<file path="config.mk">
export PLATFORM = sky130hd
export DESIGN_NAME = utf16_to_utf8_transcoder_flat
export DESIGN_NICKNAME = d
export VERILOG_FILES = /design/src/rtl/u16u8_pkg.sv /design/src/rtl/u16u8_if.sv /design/src/rtl/utf16_to_utf8_transcoder.sv /design/src/rtl/u16u8_front.sv /design/src/rtl/u16u8_fifo.sv /design/src/rtl/u16u8_back.sv /design/src/flat_wrapper.sv
export SDC_FILE = /design/constraint.sdc
export NUM_CORES = 1
export LEC_CHECK = 0
export BUFFER_PORTS_ARGS = -buffer_cell sky130_fd_sc_hd__buf_2
export CORE_MARGIN = 5
export CORE_UTILIZATION = 40
export CTS_BUF_LIST = sky130_fd_sc_hd__clkbuf_4 sky130_fd_sc_hd__clkbuf_8
export DETAILED_ROUTE_END_ITERATION = 7
export PLACE_DENSITY_LB_ADDON = 0.1
export SKIP_CTS_REPAIR_TIMING = 1
export SYNTH_ARGS = -nofsm -noshare
export SYNTH_HDL_FRONTEND = slang
export SYNTH_SLANG_ARGS = --single-unit
</file>
<file path="constraint.sdc">
create_clock -name clk -period 4.5 [get_ports clk]
set_input_delay 0.9 -clock clk [delete_from_list [all_inputs] [get_ports clk]]
set_output_delay 0.9 -clock clk [all_outputs]
set_load 0.02 [all_outputs]
</file>
<file path="src/rtl/u16u8_pkg.sv">
`default_nettype none
// ----------------------------------------------------------------------------
// u16u8_pkg: shared types and constants of the UTF-16 to UTF-8 transcoder
// Code unit ranges, the queue entry that passes from the front to the back,
// and the UTF-8 byte encoder.
// ----------------------------------------------------------------------------
package u16u8_pkg;

  localparam int unsigned UNIT_W  = 16;
  localparam int unsigned CP_W    = 21;
  localparam int unsigned BYTE_W  = 8;
  localparam int unsigned OCNT_W  = 32;
  localparam int unsigned HELD_W  = 10;

  localparam logic [UNIT_W-1:0] HIGH_MIN = 16'hD800;
  localparam logic [UNIT_W-1:0] HIGH_MAX = 16'hDBFF;
  localparam logic [UNIT_W-1:0] LOW_MIN  = 16'hDC00;
  localparam logic [UNIT_W-1:0] LOW_MAX  = 16'hDFFF;
  localparam logic [CP_W-1:0]   SUPP_BASE = 21'h10000;

  localparam logic [CP_W-1:0] MAX_1B = 21'h00007F;
  localparam logic [CP_W-1:0] MAX_2B = 21'h0007FF;
  localparam logic [CP_W-1:0] MAX_3B = 21'h00FFFF;

  localparam logic [BYTE_W-1:0] LEAD_2B = 8'hC0;
  localparam logic [BYTE_W-1:0] LEAD_3B = 8'hE0;
  localparam logic [BYTE_W-1:0] LEAD_4B = 8'hF0;
  localparam logic [BYTE_W-1:0] CONT_B  = 8'h80;

  // One queued result group: either the bytes of one character or one error.
  typedef struct packed {
    logic [3:0][BYTE_W-1:0] bytes;      // bytes[0] is the lead byte
    logic [1:0]             last_idx;   // index of the final byte
    logic                   error;
    logic [OCNT_W-1:0]      char_count;
  } entry_t;

  typedef struct packed {
    logic [3:0][BYTE_W-1:0] bytes;
    logic [1:0]             last_idx;
  } enc_t;

  // Queue status seen by the front and the back.
  typedef struct packed {
    logic full;
    logic empty;
  } fifo_stat_t;

  function automatic enc_t encode(input logic [CP_W-1:0] cp);
    enc_t e;
    e = '0;
    if (cp <= MAX_1B) begin
      e.bytes[0] = {1'b0, cp[6:0]};
      e.last_idx = 2'd0;
    end else if (cp <= MAX_2B) begin
      e.bytes[0] = LEAD_2B | {3'b000, cp[10:6]};
      e.bytes[1] = CONT_B | {2'b00, cp[5:0]};
      e.last_idx = 2'd1;
    end else if (cp <= MAX_3B) begin
      e.bytes[0] = LEAD_3B | {4'b0000, cp[15:12]};
      e.bytes[1] = CONT_B | {2'b00, cp[11:6]};
      e.bytes[2] = CONT_B | {2'b00, cp[5:0]};
      e.last_idx = 2'd2;
    end else begin
      e.bytes[0] = LEAD_4B | {5'b00000, cp[20:18]};
      e.bytes[1] = CONT_B | {2'b00, cp[17:12]};
      e.bytes[2] = CONT_B | {2'b00, cp[11:6]};
      e.bytes[3] = CONT_B | {2'b00, cp[5:0]};
      e.last_idx = 2'd3;
    end
    return e;
  endfunction

endpackage
`default_nettype wire

</file>
<file path="src/rtl/u16u8_if.sv">
`default_nettype none
// ----------------------------------------------------------------------------
// u16u8 channel interfaces
// Valid/ready channels for code units in and UTF-8 bytes out.
// ----------------------------------------------------------------------------
interface u16u8_in_if;
  logic        valid;
  logic        ready;
  logic [15:0] code_unit;
  logic        first;

  modport source (output valid, output code_unit, output first, input ready);
  modport sink   (input valid, input code_unit, input first, output ready);
endinterface

interface u16u8_out_if;
  logic        valid;
  logic        ready;
  logic [7:0]  out_byte;
  logic        last;
  logic        error;
  logic [31:0] char_count;

  modport source (output valid, output out_byte, output last, output error,
                  output char_count, input ready);
  modport sink   (input valid, input out_byte, input last, input error,
                  input char_count, output ready);
endinterface
`default_nettype wire

</file>
<file path="src/rtl/utf16_to_utf8_transcoder.sv">
`default_nettype none
// ----------------------------------------------------------------------------
// utf16_to_utf8_transcoder: UTF-16 code units in, UTF-8 bytes out
// Top level: front stage, result queue and byte sender.
// ----------------------------------------------------------------------------
// The in_ch channel takes one UTF-16 code unit per beat; first marks the
// opening unit of a string and clears the count and any held surrogate.
// The out_ch channel gives one UTF-8 byte per beat, lead byte first, with
// last on the final byte of each character. An unpaired low surrogate or a
// high surrogate after a held high one gives a single error beat (byte 0,
// last and error set). Every beat carries the running character count.
//
// A high surrogate is held in the front and gives no beat at all. A code
// unit accepted by the front goes through the queue and then the output
// register. The byte sender moves one byte per cycle while the receiver
// takes beats; an item gives one to four bytes, set by its UTF-8 length;
// the front accepts a unit every cycle while the queue of FIFO_DEPTH result
// groups has room. When the receiver stalls, the output beat holds, the
// queue fills and then in_ch.ready drops. The synchronous reset empties the
// queue, drops the output beat and clears the held surrogate and the count.
// ----------------------------------------------------------------------------
module utf16_to_utf8_transcoder
  import u16u8_pkg::*;
#(
  parameter int unsigned COUNT_WIDTH = 32,
  parameter int unsigned FIFO_DEPTH  = 4
) (
  input  wire logic   clk,
  input  wire logic   rst,
  u16u8_in_if.sink    in_ch,
  u16u8_out_if.source out_ch
);

  fifo_stat_t stat;
  entry_t     push_entry;
  entry_t     head;
  logic       push;
  logic       pop;

  // Front: surrogate pairing, classification and encoding.
  u16u8_front #(
    .COUNT_WIDTH(COUNT_WIDTH)
  ) u_front (
    .clk       (clk),
    .rst       (rst),
    .in_ch     (in_ch),
    .stat      (stat),
    .push      (push),
    .push_entry(push_entry)
  );

  // Queue of whole result groups, so either side can stall on its own.
  u16u8_fifo #(
    .DEPTH(FIFO_DEPTH)
  ) u_fifo (
    .clk       (clk),
    .rst       (rst),
    .push      (push),
    .push_entry(push_entry),
    .pop       (pop),
    .head      (head),
    .stat      (stat)
  );

  // Back: one byte per beat into the output register.
  u16u8_back u_back (
    .clk   (clk),
    .rst   (rst),
    .head  (head),
    .stat  (stat),
    .pop   (pop),
    .out_ch(out_ch)
  );

endmodule
`default_nettype wire

</file>
<file path="src/rtl/u16u8_front.sv">
`default_nettype none
// ----------------------------------------------------------------------------
// u16u8_front: input stage
// Accepts code units, pairs surrogates, keeps the character count and pushes
// one encoded character or one error per result group into the queue.
// ----------------------------------------------------------------------------
module u16u8_front
  import u16u8_pkg::*;
#(
  parameter int unsigned COUNT_WIDTH = 32
) (
  input  wire logic       clk,
  input  wire logic       rst,
  u16u8_in_if.sink        in_ch,
  input  wire fifo_stat_t stat,
  output logic            push,
  output entry_t          push_entry
);

  logic                   held_valid;
  logic [HELD_W-1:0]      held_high;
  logic [COUNT_WIDTH-1:0] chars_done;

  logic                   accept;
  logic                   hv;
  logic [COUNT_WIDTH-1:0] cnt;
  logic [COUNT_WIDTH-1:0] cnt_inc;
  logic [COUNT_WIDTH-1:0] chars_done_next;
  logic                   is_high;
  logic                   is_low;
  logic                   do_hold;
  logic                   do_error;
  logic [CP_W-1:0]        cp;
  logic [63:0]            cnt_wide;
  enc_t                   enc;

  assign in_ch.ready = !stat.full;
  assign accept      = in_ch.valid && in_ch.ready;

  // A new string drops the held surrogate and restarts the count.
  assign hv  = held_valid && !in_ch.first;
  assign cnt = in_ch.first ? '0 : chars_done;

  assign is_high = (in_ch.code_unit >= HIGH_MIN) && (in_ch.code_unit <= HIGH_MAX);
  assign is_low  = (in_ch.code_unit >= LOW_MIN) && (in_ch.code_unit <= LOW_MAX);

  assign do_hold  = !hv && is_high;
  assign do_error = hv ? is_high : is_low;

  always_comb begin
    if (hv && is_low) begin
      cp = SUPP_BASE + {1'b0, held_high, in_ch.code_unit[9:0]};
    end else begin
      cp = {5'b00000, in_ch.code_unit};
    end
  end

  assign enc     = encode(cp);
  assign cnt_inc = cnt + 1'b1;

  assign chars_done_next = (do_hold || do_error) ? cnt : cnt_inc;
  assign cnt_wide        = 64'(chars_done_next);

  always_comb begin
    push_entry.bytes      = do_error ? '0 : enc.bytes;
    push_entry.last_idx   = do_error ? 2'd0 : enc.last_idx;
    push_entry.error      = do_error;
    push_entry.char_count = cnt_wide[OCNT_W-1:0];
  end

  assign push = accept && !do_hold;

  always_ff @(posedge clk) begin
    if (rst) begin
      held_valid <= 1'b0;
      held_high  <= '0;
      chars_done <= '0;
    end else if (accept) begin
      held_valid <= do_hold;
      held_high  <= do_hold ? in_ch.code_unit[HELD_W-1:0] : '0;
      chars_done <= chars_done_next;
    end
  end

endmodule
`default_nettype wire

</file>
<file path="src/rtl/u16u8_fifo.sv">
`default_nettype none
// ----------------------------------------------------------------------------
// u16u8_fifo: result group queue
// Short first-in first-out queue between the front and the back. The head
// entry is visible without a read latency.
// ----------------------------------------------------------------------------
module u16u8_fifo
  import u16u8_pkg::*;
#(
  parameter int unsigned DEPTH = 4
) (
  input  wire logic   clk,
  input  wire logic   rst,
  input  wire logic   push,
  input  wire entry_t push_entry,
  input  wire logic   pop,
  output entry_t      head,
  output fifo_stat_t  stat
);

  localparam int unsigned AW = (DEPTH > 1) ? $clog2(DEPTH) : 1;
  localparam int unsigned CW = $clog2(DEPTH + 1);

  entry_t        mem [DEPTH];
  logic [AW-1:0] wr_ptr;
  logic [AW-1:0] rd_ptr;
  logic [CW-1:0] count;
  logic          do_push;
  logic          do_pop;

  assign stat.full  = (count == CW'(DEPTH));
  assign stat.empty = (count == '0);
  assign do_push    = push && !stat.full;
  assign do_pop     = pop && !stat.empty;
  assign head       = mem[rd_ptr];

  always_ff @(posedge clk) begin
    if (do_push) begin
      mem[wr_ptr] <= push_entry;
    end
  end

  always_ff @(posedge clk) begin
    if (rst) begin
      wr_ptr <= '0;
      rd_ptr <= '0;
      count  <= '0;
    end else begin
      if (do_push) begin
        wr_ptr <= (wr_ptr == AW'(DEPTH - 1)) ? '0 : wr_ptr + 1'b1;
      end
      if (do_pop) begin
        rd_ptr <= (rd_ptr == AW'(DEPTH - 1)) ? '0 : rd_ptr + 1'b1;
      end
      count <= count + CW'(do_push) - CW'(do_pop);
    end
  end

endmodule
`default_nettype wire

</file>
<file path="src/rtl/u16u8_back.sv">
`default_nettype none
// ----------------------------------------------------------------------------
// u16u8_back: byte sender
// Walks the head queue entry one byte a cycle, when not stalled, into a registered output beat.
// ----------------------------------------------------------------------------
module u16u8_back
  import u16u8_pkg::*;
(
  input  wire logic       clk,
  input  wire logic       rst,
  input  wire entry_t     head,
  input  wire fifo_stat_t stat,
  output logic            pop,
  u16u8_out_if.source     out_ch
);

  logic       idx;
  logic [1:0] byte_idx;
  logic       load;
  logic       take;
  logic       is_last;

  assign load    = !out_ch.valid || out_ch.ready;
  assign take    = load && !stat.empty;
  assign is_last = (byte_idx == head.last_idx);
  assign pop     = take && is_last;
  assign idx     = 1'b0;

  always_ff @(posedge clk) begin
    if (rst) begin
      out_ch.valid <= 1'b0;
      byte_idx     <= '0;
    end else if (load) begin
      out_ch.valid <= !stat.empty;
      if (take) begin
        byte_idx <= is_last ? 2'd0 : byte_idx + 2'd1;
      end
    end
  end

  always_ff @(posedge clk) begin
    if (take) begin
      out_ch.out_byte   <= head.bytes[byte_idx];
      out_ch.last       <= is_last | idx;
      out_ch.error      <= head.error;
      out_ch.char_count <= head.char_count;
    end
  end

endmodule
`default_nettype wire

</file>
<file path="src/flat_wrapper.sv">
// flat-port wrapper written by rule: the top's interface ports become plain ports
module utf16_to_utf8_transcoder_flat import u16u8_pkg::*;
#(
  parameter int unsigned COUNT_WIDTH = 32,
  parameter int unsigned FIFO_DEPTH  = 4
)
  (clk, rst, in_ch_valid, in_ch_code_unit, in_ch_first, in_ch_ready, out_ch_valid, out_ch_out_byte, out_ch_last, out_ch_error, out_ch_char_count, out_ch_ready);
  u16u8_in_if in_ch_i ();
  u16u8_out_if out_ch_i ();
  input  wire logic clk;
  input  wire logic rst;
  input wire logic [$bits(in_ch_i.valid)-1:0] in_ch_valid;
  input wire logic [$bits(in_ch_i.code_unit)-1:0] in_ch_code_unit;
  input wire logic [$bits(in_ch_i.first)-1:0] in_ch_first;
  output wire logic [$bits(in_ch_i.ready)-1:0] in_ch_ready;
  output wire logic [$bits(out_ch_i.valid)-1:0] out_ch_valid;
  output wire logic [$bits(out_ch_i.out_byte)-1:0] out_ch_out_byte;
  output wire logic [$bits(out_ch_i.last)-1:0] out_ch_last;
  output wire logic [$bits(out_ch_i.error)-1:0] out_ch_error;
  output wire logic [$bits(out_ch_i.char_count)-1:0] out_ch_char_count;
  input wire logic [$bits(out_ch_i.ready)-1:0] out_ch_ready;
  assign in_ch_i.valid = in_ch_valid;
  assign in_ch_i.code_unit = in_ch_code_unit;
  assign in_ch_i.first = in_ch_first;
  assign in_ch_ready = in_ch_i.ready;
  assign out_ch_valid = out_ch_i.valid;
  assign out_ch_out_byte = out_ch_i.out_byte;
  assign out_ch_last = out_ch_i.last;
  assign out_ch_error = out_ch_i.error;
  assign out_ch_char_count = out_ch_i.char_count;
  assign out_ch_i.ready = out_ch_ready;
  utf16_to_utf8_transcoder #(.COUNT_WIDTH(COUNT_WIDTH), .FIFO_DEPTH(FIFO_DEPTH)) u_core (.clk(clk), .rst(rst), .in_ch(in_ch_i), .out_ch(out_ch_i));
endmodule
</file>
# Yosys cells after proc, flatten, opt, wreduce, memory -nomap -nowiden
# Memory sizes are Yosys's and may differ from the RTL's. A register that Yosys moved wholly into a read port is not among the register bits.
# Cells that the tools add are included.
# Widths: inputs -> output; s select.
[op_classes]
add_sub_neg = 7
n_lt_le_gt_ge = 8
n_eq_ne = 4
muxes = 22
reduce_logical = 21
[ops]
columns = ["cell", "count"]
rows = [
  ["$mux 32", 3],
  ["$mux 24", 2],
  ["$add 32x1->32 const B", 1],
  ["$ge 16x16->1 const B", 2],
  ["$le 16x16->1 const B", 2],
  ["$add 17x20->21 const A", 1],
  ["$le 21x11->1 const B", 1],
  ["$le 21x16->1 const B", 1],
  ["$le 21x7->1 const B", 1],
  ["$mux 21", 1],
  ["$mux 10", 2],
  ["$mux 18", 1],
  ["$bmux 8 s2", 1],
  ["$mux 16", 1],
  ["$mux 8", 2],
  ["$mux 2", 6],
  ["$logic_and 1x1->1", 11],
  ["$add 2x1->2 const B", 3],
  ["$logic_not 1->1", 6],
  ["$eq 2x2->1 const B", 2],
  ["$add 3x1->3", 1],
  ["$eq 3x3->1 const B", 1],
  ["$logic_not 3->1", 1],
  ["$lt 2x3->1 const B", 1],
  ["5 further kinds", 8],
]
[word_totals]
ff_bits = 95
ram_bits = 268
input_bits = 21
output_inout_bits = 44
word_cells = 75
mem_count = 1
[mem_list]
columns = ["name", "words", "word_bits", "read_ports", "rd_clocked_by_memory_dff", "wr", "line", "rtl"]
rows = [
  ["u_core.u_fifo.mem", 4, 67, 1, 1, 1, "u16u8_fifo.sv:24", "entry_t mem [DEPTH];"],
]

# Logic depth before layout (Yosys ltp)
# Gate-level depths: netlist of run 1.
[logic_depth]
ltp_word = 9
ltp_mapped = 13
depth_no_buf = 13

# By module
# Synthesis of run 1 repeated with hierarchy kept, for this count alone.
[unflattened]
cells_unflattened = 956
hier_area_um2 = 15238.4
[modules_own_cells]
columns = ["mod", "n_inst", "cells_each", "area_each_um2", "seq_area_each_um2"]
rows = [
  ["u16u8_fifo", 1, 400, 10152.2, 8227.9],
  ["u16u8_front", 1, 481, 3450.8, 860.8],
  ["u16u8_back", 1, 75, 1635.3, 1321.3],
]

# Worst setup path after synthesis of run 1
# OpenSTA, ideal clock, no wires.
[synth_timing]
path_type = "in2reg"
startpoint = "in out_ch_ready"
endpoint = "reg u_core.u_fifo.count[2]"
setup_time_ns = 0.128
arrival_ns = 3.489
required_ns = 4.372
slack_ns = 0.884
stages = 13
n_path_buf = 0
cell_sequence = "inv_1 a21o_1 inv_1 nand3_1 inv_1 ha_1 inv_1 ha_1 inv_1 fa_1 xor2_1 xnor2_1 nor2_1"
[synth_via]
elab_chain_cells = 5
[synth_rtl]
columns = ["item", "line", "rtl"]
rows = [
  ["from (decl)", "flat_wrapper.sv:21", "input wire logic [$bits(out_ch_i.ready)-1:0] out_ch_ready;"],
  ["$logic_or 1x1->1", "u16u8_back.sv:23", "assign load = !out_ch.valid || out_ch.ready;"],
  ["$logic_and 1x1->1", "u16u8_back.sv:24", "assign take = load && !stat.empty;"],
  ["named net u_core.u_back.take", "u16u8_back.sv:20", "logic take;"],
  ["$logic_and 1x1->1", "u16u8_back.sv:26", "assign pop = take && is_last;"],
  ["$logic_and 1x1->1", "u16u8_fifo.sv:34", "assign do_pop = pop && !stat.empty;"],
  ["named net u_core.u_fifo.do_pop", "u16u8_fifo.sv:29", "logic do_pop;"],
  ["$sub 3x1->3", "u16u8_fifo.sv:55", "count <= count + CW'(do_push) - CW'(do_pop);"],
  ["to (signal assigned)", "u16u8_fifo.sv:55", ""],
  ["to (decl)", "u16u8_fifo.sv:27", "logic [CW-1:0] count;"],
]
# The timed path passes the listed nets, and every way through them passes these cells.
# A chain may end at the register's enable or synchronous reset.

==> results by group, run 1 <==
Global route
  – First-pass GRT wire length: 51,610 um
  – Overall routing resource usage: 16.26%
  – Largest net degree at the start of global routing: 63
  – GRT overflow: 0
  – Number of global-route vias before repair: 8,641
  – Initial antenna violation count: 2

STA
  – Relative slew slack: 44.71%
  – Setup violations, final: 0
  – Pins over their slew limit: 0
  – Worst slew pin tran: 0.8294 ns
  – Setup tns final: 0 ns
  – Setup slack after layout: 1.131 ns
  – Minimum clock period: 3.369 ns
  – Final Hold Viols: 0
  – Clock Skew: 0.03459 ns
  – Timing-limited maximum frequency: 296.8 MHz
  – Tcrit/Tclk final: 74.87%
  – RSZ-0062 raised after global routing: false

Yosys
  – Mapped Avg Cell Area: 15.23 um2
  – Async SR Flop Fraction: 0%
  – Sequential share of the synthesized area: 67.59%
  – Share of the synthesized area in the top cell type: 60.00%
  – Synth Instances: 953
  – Most area-hungry cell type in the Yosys netlist: edfxtp_1
  – Synth cell types: 62
  – Leading register cell type out of synthesis: edfxtp_1
  – Synth top area cells: edfxtp_1 60%, mux4_2 11%, dfxtp_1 7.6%
  – Post-Syn Nets: 984
  – Number of synthesized flops with an enable pin: 290
  – Yosys Warn Count: 0
  – Synthesized area: 0.01451 mm2
  – #FFs+latches synth: 345

Min path
  – Hold_sp: u_core.u_front.held_high[0]
  – Hold Crit Class: flop to flop
  – Hold EP: u_core.u_front.held_high[0]
  – Hold Crit Depth: 2

Setup path
  – Worst EP arrival: 3.84 ns
  – Worst Setup End Kind: flop
  – Cells on worst reg2reg path: 12
  – WP data required: 4.97 ns
  – Startpoint Class: flop
  – R2R setup slack: 1.13 ns
  – Worst-path fanout max: 25
  – Reg2reg end: u_core.u_fifo.count[2]
  – Crit Path Category: flop to flop

Floorplan
  – Io pins: 65
  – Chip width: 200.5 um
  – Die H: 200.5 um
  – Core area: 0.03566 mm2
  – Die area: 0.04019 mm2
  – Std-Cell Rows: 69
  – Starting Density: 40.71%

Finish
  – Register area: 0.009814 mm2
  – Area occupied by multi-input gates: 0.004380 mm2
  – Filler instances: 3,131
  – Final nets: 1,075
  – Number of diodes: 0
  – Layout cell share with drive strength beyond 1: 24.91%
  – Area grow syn2layout: 14.31%

Pwr
  – Worst VDD drop: 0.2115 mV
  – Logic pwr share: 17.2%
  – Sequential Power Share: 49.6%
  – Leakage: 5.442 nW
  – Power Density: 499.2 mW/mm2
  – P_sw: 0.002245 W
  – Clk pwr share: 33.3%
  – Pint: 0.006037 W
  – Sw Share: 27.11%

Place
  – Routability Congestion: 0.8307
  – Setup WS pre-CTS: 0.9354 ns
  – PortBufs: 64
  – Hpwl dp: 19,920 um

Job
  – Max-capacitance violation count: 0

Clocking
  – CTS Root Cell: clkbuf_8
  – H-tree levels: 2
  – Clock transition at path regs: 0.06 ns
  – TritonCTS Buffers: 56
  – Worst skew pair latency: 0.61 ns
  – CTS tree: built
  – Bufs on Longest Clock Path: 3
  – Clk sinks: 345

Route
  – Number of detailed-route iterations in the first pass: 5
  – DRC: 0
  – DR vias: 8,458
  – Drt total wl: 32,810 um
  – DRT antenna net count: 0
  – Starting DRC count in detailed routing: 558
  – Wirelength per Cell: 21.12 um
  – Vias/cell: 5.446

Run status
  – Status: finished clean
==> flip-flops by register name (all words and copies together) (netlist names), named ones only <==
signal and flops:
u_core.u_fifo.count 3, u_core.u_front.chars_done 32, u_core.u_front.held_high 10, u_core.u_back.out_ch.out_byte 8, u_core.u_fifo.rd_ptr 2, u_core.u_back.out_ch.last 1
u_core.u_fifo.wr_ptr 2, u_core.u_back.out_ch.error 1, u_core.u_front.held_valid 1, u_core.u_back.out_ch.valid 1, u_core.u_fifo.mem 248, u_core.u_back.byte_idx 2
u_core.u_back.out_ch.char_count 32
==> critical path, cell delays in order (launching register included) <==
cell     delay (ns)
dfxtp_4        0.71
mux4_2         0.65
xnor2_1        0.31
nand3_1        0.25
inv_1          0.12
ha_1           0.22
inv_1          0.06
ha_1           0.13
inv_1          0.05
fa_1           0.36
xor2_1         0.18
xnor2_1        0.14
nor2_1         0.05
==> metrics by stage <==
stage                     util, %  hold WS [ns]  cell area, um2  instances  total power, W
after floorplan                 -        0.4319           14510        953        0.005084
after global placement      43.28        0.4378           15430       1447        0.005629
after detailed placement    43.28        0.4487           15430       1447        0.005636
after CTS                   46.53        0.4558           16590       1553        0.008430
after global routing        46.53        0.4820           16590       1553        0.008694
final                       46.53        0.4545           16590       1553        0.008283
==> cell families after synthesis <==
logic type | share of synthesized area [%]
buffers and inverters | 2.310
AND/OR/NAND/NOR | 9.466
AO/OA/AOI/OAI | 6.517
XOR/XNOR | 1.750
flip-flops | 67.59
adder cells (fa/ha/maj) | 0.9138
multiplexers | 11.46
==> layer usage <==
layer,part of all wire [%],vias to the layer above,routed length (um),GRT usage (%)
met5,0.079,-,26,0
met4,2.1,4,673,4.990
met3,4.4,58,1430,3.586
met2,48,171,15670,26.06
met1,46,4310,15000,22.44
li1,-,3915,-,-
==> cell usage in the layout, fill, tap and decap left out, drive strengths merged, types with 6 or more instances in the layout <==
master  synthesis  final
edfxtp        290    290
clkbuf         36     89
nand2          63     63
and2           16     16
nor2           52     52
mux4           68     68
or3            20     20
inv            26     26
nand3          28     28
a31oi          23     23
nand4          14     14
ha              9      9
a22oi           7      7
nand4b          6      6
mux2i          12     12
buf            20     89
nor4            6      6
nor2b          20     20
nor3            9      9
o21ai          32     32
xor2           10     10
a21oi          46     46
xnor2          19     19
clkinv          1     14
dfxtp          55     55
==> power groups by stage <==
stage	Sequential, W	Clock [W]	Combinational (W)
floorplan	0.00440	0	0.000684
detailed placement	0.00418	0	0.00146
global route	0.00415	0.00301	0.00154
global placement	0.00417	0	0.00146
finish	0.00411	0.00276	0.00142
CTS	0.00412	0.00285	0.00146
==> area by class of cell <==
cell class | instances | area share (%)
Sequential cell | 345 | 59.16
Clock buffer | 89 | 6.214
Clock inverter | 17 | 0.7768
Multi-Input combinational cell | 525 | 26.40
Tap cell | 461 | 3.477
Inverter | 27 | 0.6109
Timing Repair Buffer | 89 | 3.364
==> synthesized netlist by cell type (all sizes together), types with 6 or more instances <==
master  number
nor2        52
a21oi       46
ha           9
clkbuf      36
mux2i       12
mux4        68
and2        16
a22oi        7
xor2        10
xnor2       19
o21ai       32
dfxtp       55
or3         20
nor4         6
nor2b       20
nand2       63
a31oi       23
nand3       28
inv         26
edfxtp     290
nand4b       6
nand4       14
nor3         9
buf         20
==> how the worst max path moves through the flow <==
stage	from	end	slack, ns
2_1_floorplan	out_ch_ready	u_core.u_fifo.count[2]	0.88
3_3_place_gp	in_ch_first	u_core.u_fifo.mem[1][20]	0.98
3_5_place_dp	in_ch_first	u_core.u_fifo.mem[1][20]	0.94
4_1_cts	flop	u_core.u_fifo.count[2]	1.10
5_1_grt	u_core.u_front.held_high[6]	u_core.u_fifo.mem[2][46]	0.80
6_report	flop	u_core.u_fifo.count[2]	1.13
Note: power is estimated with default switching activity, not from simulation.
==> run 2: changes to the inputs <==
==> constraint.sdc (replaced) <==
create_clock -name clk -period 2.9 [get_ports clk]
set_input_delay 0.58 -clock clk [delete_from_list [all_inputs] [get_ports clk]]
set_output_delay 0.58 -clock clk [all_outputs]
set_load 0.02 [all_outputs]
==> run 2 against run 1 <==
Compared with the run above: flip-flop and latch count unchanged; routed wire length up 1.0%; non-clock buffer count up 56; first-iteration DRC count down 6.6%; critical path type unchanged; critical endpoint unchanged; largest cell class unchanged; highest routed layer unchanged.
==> results by group, run 2 (synthesis results as in run 1) <==
Clocking
  – Clk sinks: 345 (unchanged)
  – Bufs on Longest Clock Path: 3 (unchanged)
  – CTS Root Cell: clkbuf_8
  – H-tree levels: 2 (unchanged)
  – Worst skew pair latency: 0.62 ns (about the same)
  – CTS tree: built
  – TritonCTS Buffers: 56 (unchanged)
  – Clock transition at path regs: 0.06 ns (about the same)

Setup path
  – Worst EP arrival: 3.19 ns (-0.65 ns)
  – Worst-path fanout max: 5 (-80%)
  – WP data required: 3.37 ns (-1.60 ns)
  – Crit Path Category: flop to flop
  – Worst Setup End Kind: flop
  – Startpoint Class: flop

Floorplan
  – Starting Density: 40.71% (unchanged)
  – Io pins: 65 (unchanged)
  – Std-Cell Rows: 69 (unchanged)
  – Core area: 0.03566 mm2 (unchanged)
  – Die H: 200.5 um (unchanged)
  – Chip width: 200.5 um (unchanged)
  – Die area: 0.04019 mm2 (unchanged)

Pwr
  – Sw Share: 27.97% (+0.86 points)
  – Worst VDD drop: 0.4504 mV (+110%)
  – Logic pwr share: 18.2% (+1.0 points)
  – Pint: 0.009209 W (+53%)
  – Clk pwr share: 32.3% (-1.0 points)
  – Leakage: 5.715 nW (+5.0%)
  – Sequential Power Share: 49.5% (about the same)
  – P_sw: 0.003576 W (+59%)
  – Power Density: 750.0 mW/mm2 (+50%)

Global route
  – Number of global-route vias before repair: 8,893 (+2.9%)
  – Initial antenna violation count: 3 (+1)
  – First-pass GRT wire length: 52,380 um (+1.5%)
  – Largest net degree at the start of global routing: 63 (unchanged)
  – Overall routing resource usage: 16.44% (+0.18 points)
  – GRT overflow: 0 (unchanged)

Route
  – Drt total wl: 33,130 um (+1.0%)
  – Number of detailed-route iterations in the first pass: 6 (+1)
  – DRT antenna net count: 0 (unchanged)
  – DRC: 0 (unchanged)
  – Wirelength per Cell: 20.61 um (-2.5%)
  – Starting DRC count in detailed routing: 521 (-6.6%)
  – Vias/cell: 5.419 (-0.51%)
  – DR vias: 8,713 (+3.0%)

Finish
  – Layout cell share with drive strength beyond 1: 28.77% (+3.9 points)
  – Area grow syn2layout: 17.45%
  – Max FFs per register: 248 (unchanged)
  – Largest registers: u_core.u_fifo.mem: 248 flops, u_core.u_back.out_ch.char_count: 32 flops, u_core.u_front.chars_done: 32 flops
  – Commonest non-fill, non-tap cell in the layout: edfxtp_1
  – Number of diodes: 0 (unchanged)
  – Final cell count without fillers: 1,608 (+3.5%)
  – Largest reg by FF count: u_core.u_fifo.mem
  – Commonest cells after routing, fill and taps aside: 290 x edfxtp_1, 73 x buf_4, 68 x mux4_2, 64 x buf_2, 63 x nand2_1
  – Final nets: 1,131 (+5.2%)

STA
  – RSZ-0062 raised after global routing: true
  – Timing-limited maximum frequency: 367.2 MHz (+24%)
  – Pins over their slew limit: 0 (unchanged)
  – Worst slew pin tran: 0.7458 ns (-0.08358 ns)
  – Clock Skew: 0.02518 ns (-0.009413 ns)
  – Tcrit/Tclk final: 93.91% (+19 points)
  – Final Hold Viols: 0 (unchanged)
  – Setup slack after layout: 0.1765 ns (-0.9542 ns)
  – Minimum clock period: 2.723 ns (-0.6458 ns)
  – Relative slew slack: 50.28% (+5.6 points)
  – Setup violations, final: 0 (unchanged)

Place
  – Dpl cells: 1,503 (+3.9%)
  – Hpwl dp: 20,830 um (+4.6%)
  – PortBufs: 64 (unchanged)
  – Setup WS pre-CTS: -0.05273 ns (-0.9881 ns)
  – Routability Congestion: 0.9094 (+9.5%)

Run status
  – Status: finished clean

Min path
  – Hold Crit Class: input port to flop

Job
  – Max-capacitance violation count: 0 (unchanged)
[run 2: cell count changes in the layout (fill, tap and decap cells not counted), moves of 4 or more]
cell / before / now
buf_12: 4 / 8
buf_4: 21 / 73
clkbuf_4: 31 / 17
clkinv_2: 4 / 14
[run 2: final timing paths]
kind	from	end	slack, ns	cells past startpoint
worst max-delay path	flop	u_core.u_fifo.count[2]	0.18	12
worst min-delay path	in_ch_code_unit[0]	u_core.u_front.held_high[0]	0.27	3
worst max register to register	flop	u_core.u_fifo.count[2]	0.18	12
worst min register to register	u_core.u_front.held_high[0]	u_core.u_front.held_high[0]	0.46	2
[run 2: layout make-up]
type,count,area [um2]
Clock buffer,76,939.7
Clock inverter,29,172.7
Fill cell,3147,18610
Inverter,27,105.1
Multi-Input combinational cell,525,4409
Sequential cell,345,9814
Tap cell,461,576.8
Timing Repair Buffer,145,1028
[run 2: worst max-delay path: stages, from the launching register on]
cell and delay, ns:
dfxtp_4 0.38, mux4_2 0.59, xnor2_4 0.21, nand3_2 0.14, inv_1 0.08, ha_1 0.22, inv_1 0.06, ha_1 0.13
inv_1 0.05, fa_1 0.37, xor2_1 0.17, xnor2_1 0.14, nor2_1 0.05
[run 2: metal layers]
layer	vias to the layer above	wire length, um	part of all wire, %	global-route usage [%]
met5	-	41	0.12	0
met4	6	631	1.9	4.548
met3	56	1742	5.3	3.409
met2	217	15280	46	26.08
met1	4395	15440	47	23.26
li1	4039	-	-	-
[run 2: power by group through the flow]
| stage | registers (W) | logic, W | clock network (W) |
|---|---|---|---|
| 2_1_floorplan | 0.00681 | 0.00108 | 0 |
| 3_3_place_gp | 0.00642 | 0.00238 | 0 |
| 3_5_place_dp | 0.00644 | 0.00237 | 0 |
| 4_1_cts | 0.00634 | 0.00238 | 0.00428 |
| 5_1_grt | 0.00639 | 0.00253 | 0.00452 |
| 6_report | 0.00633 | 0.00232 | 0.00413 |
[run 2: through the flow]
step	setup TNS, ns	power [W]	utilization [%]	hold WS, ns	cell area (um2)
after floorplan	-0.1324	0.007888	-	0.4319	14530
after CTS	0	0.01300	47.74	0.2033	17020
after detailed placement	-0.2109	0.008801	44.62	0.4485	15910
after global routing	-0.02806	0.01345	47.81	0.2515	17050
after global placement	0	0.008798	44.62	0.4410	15910
final	0	0.01278	47.81	0.2698	17050
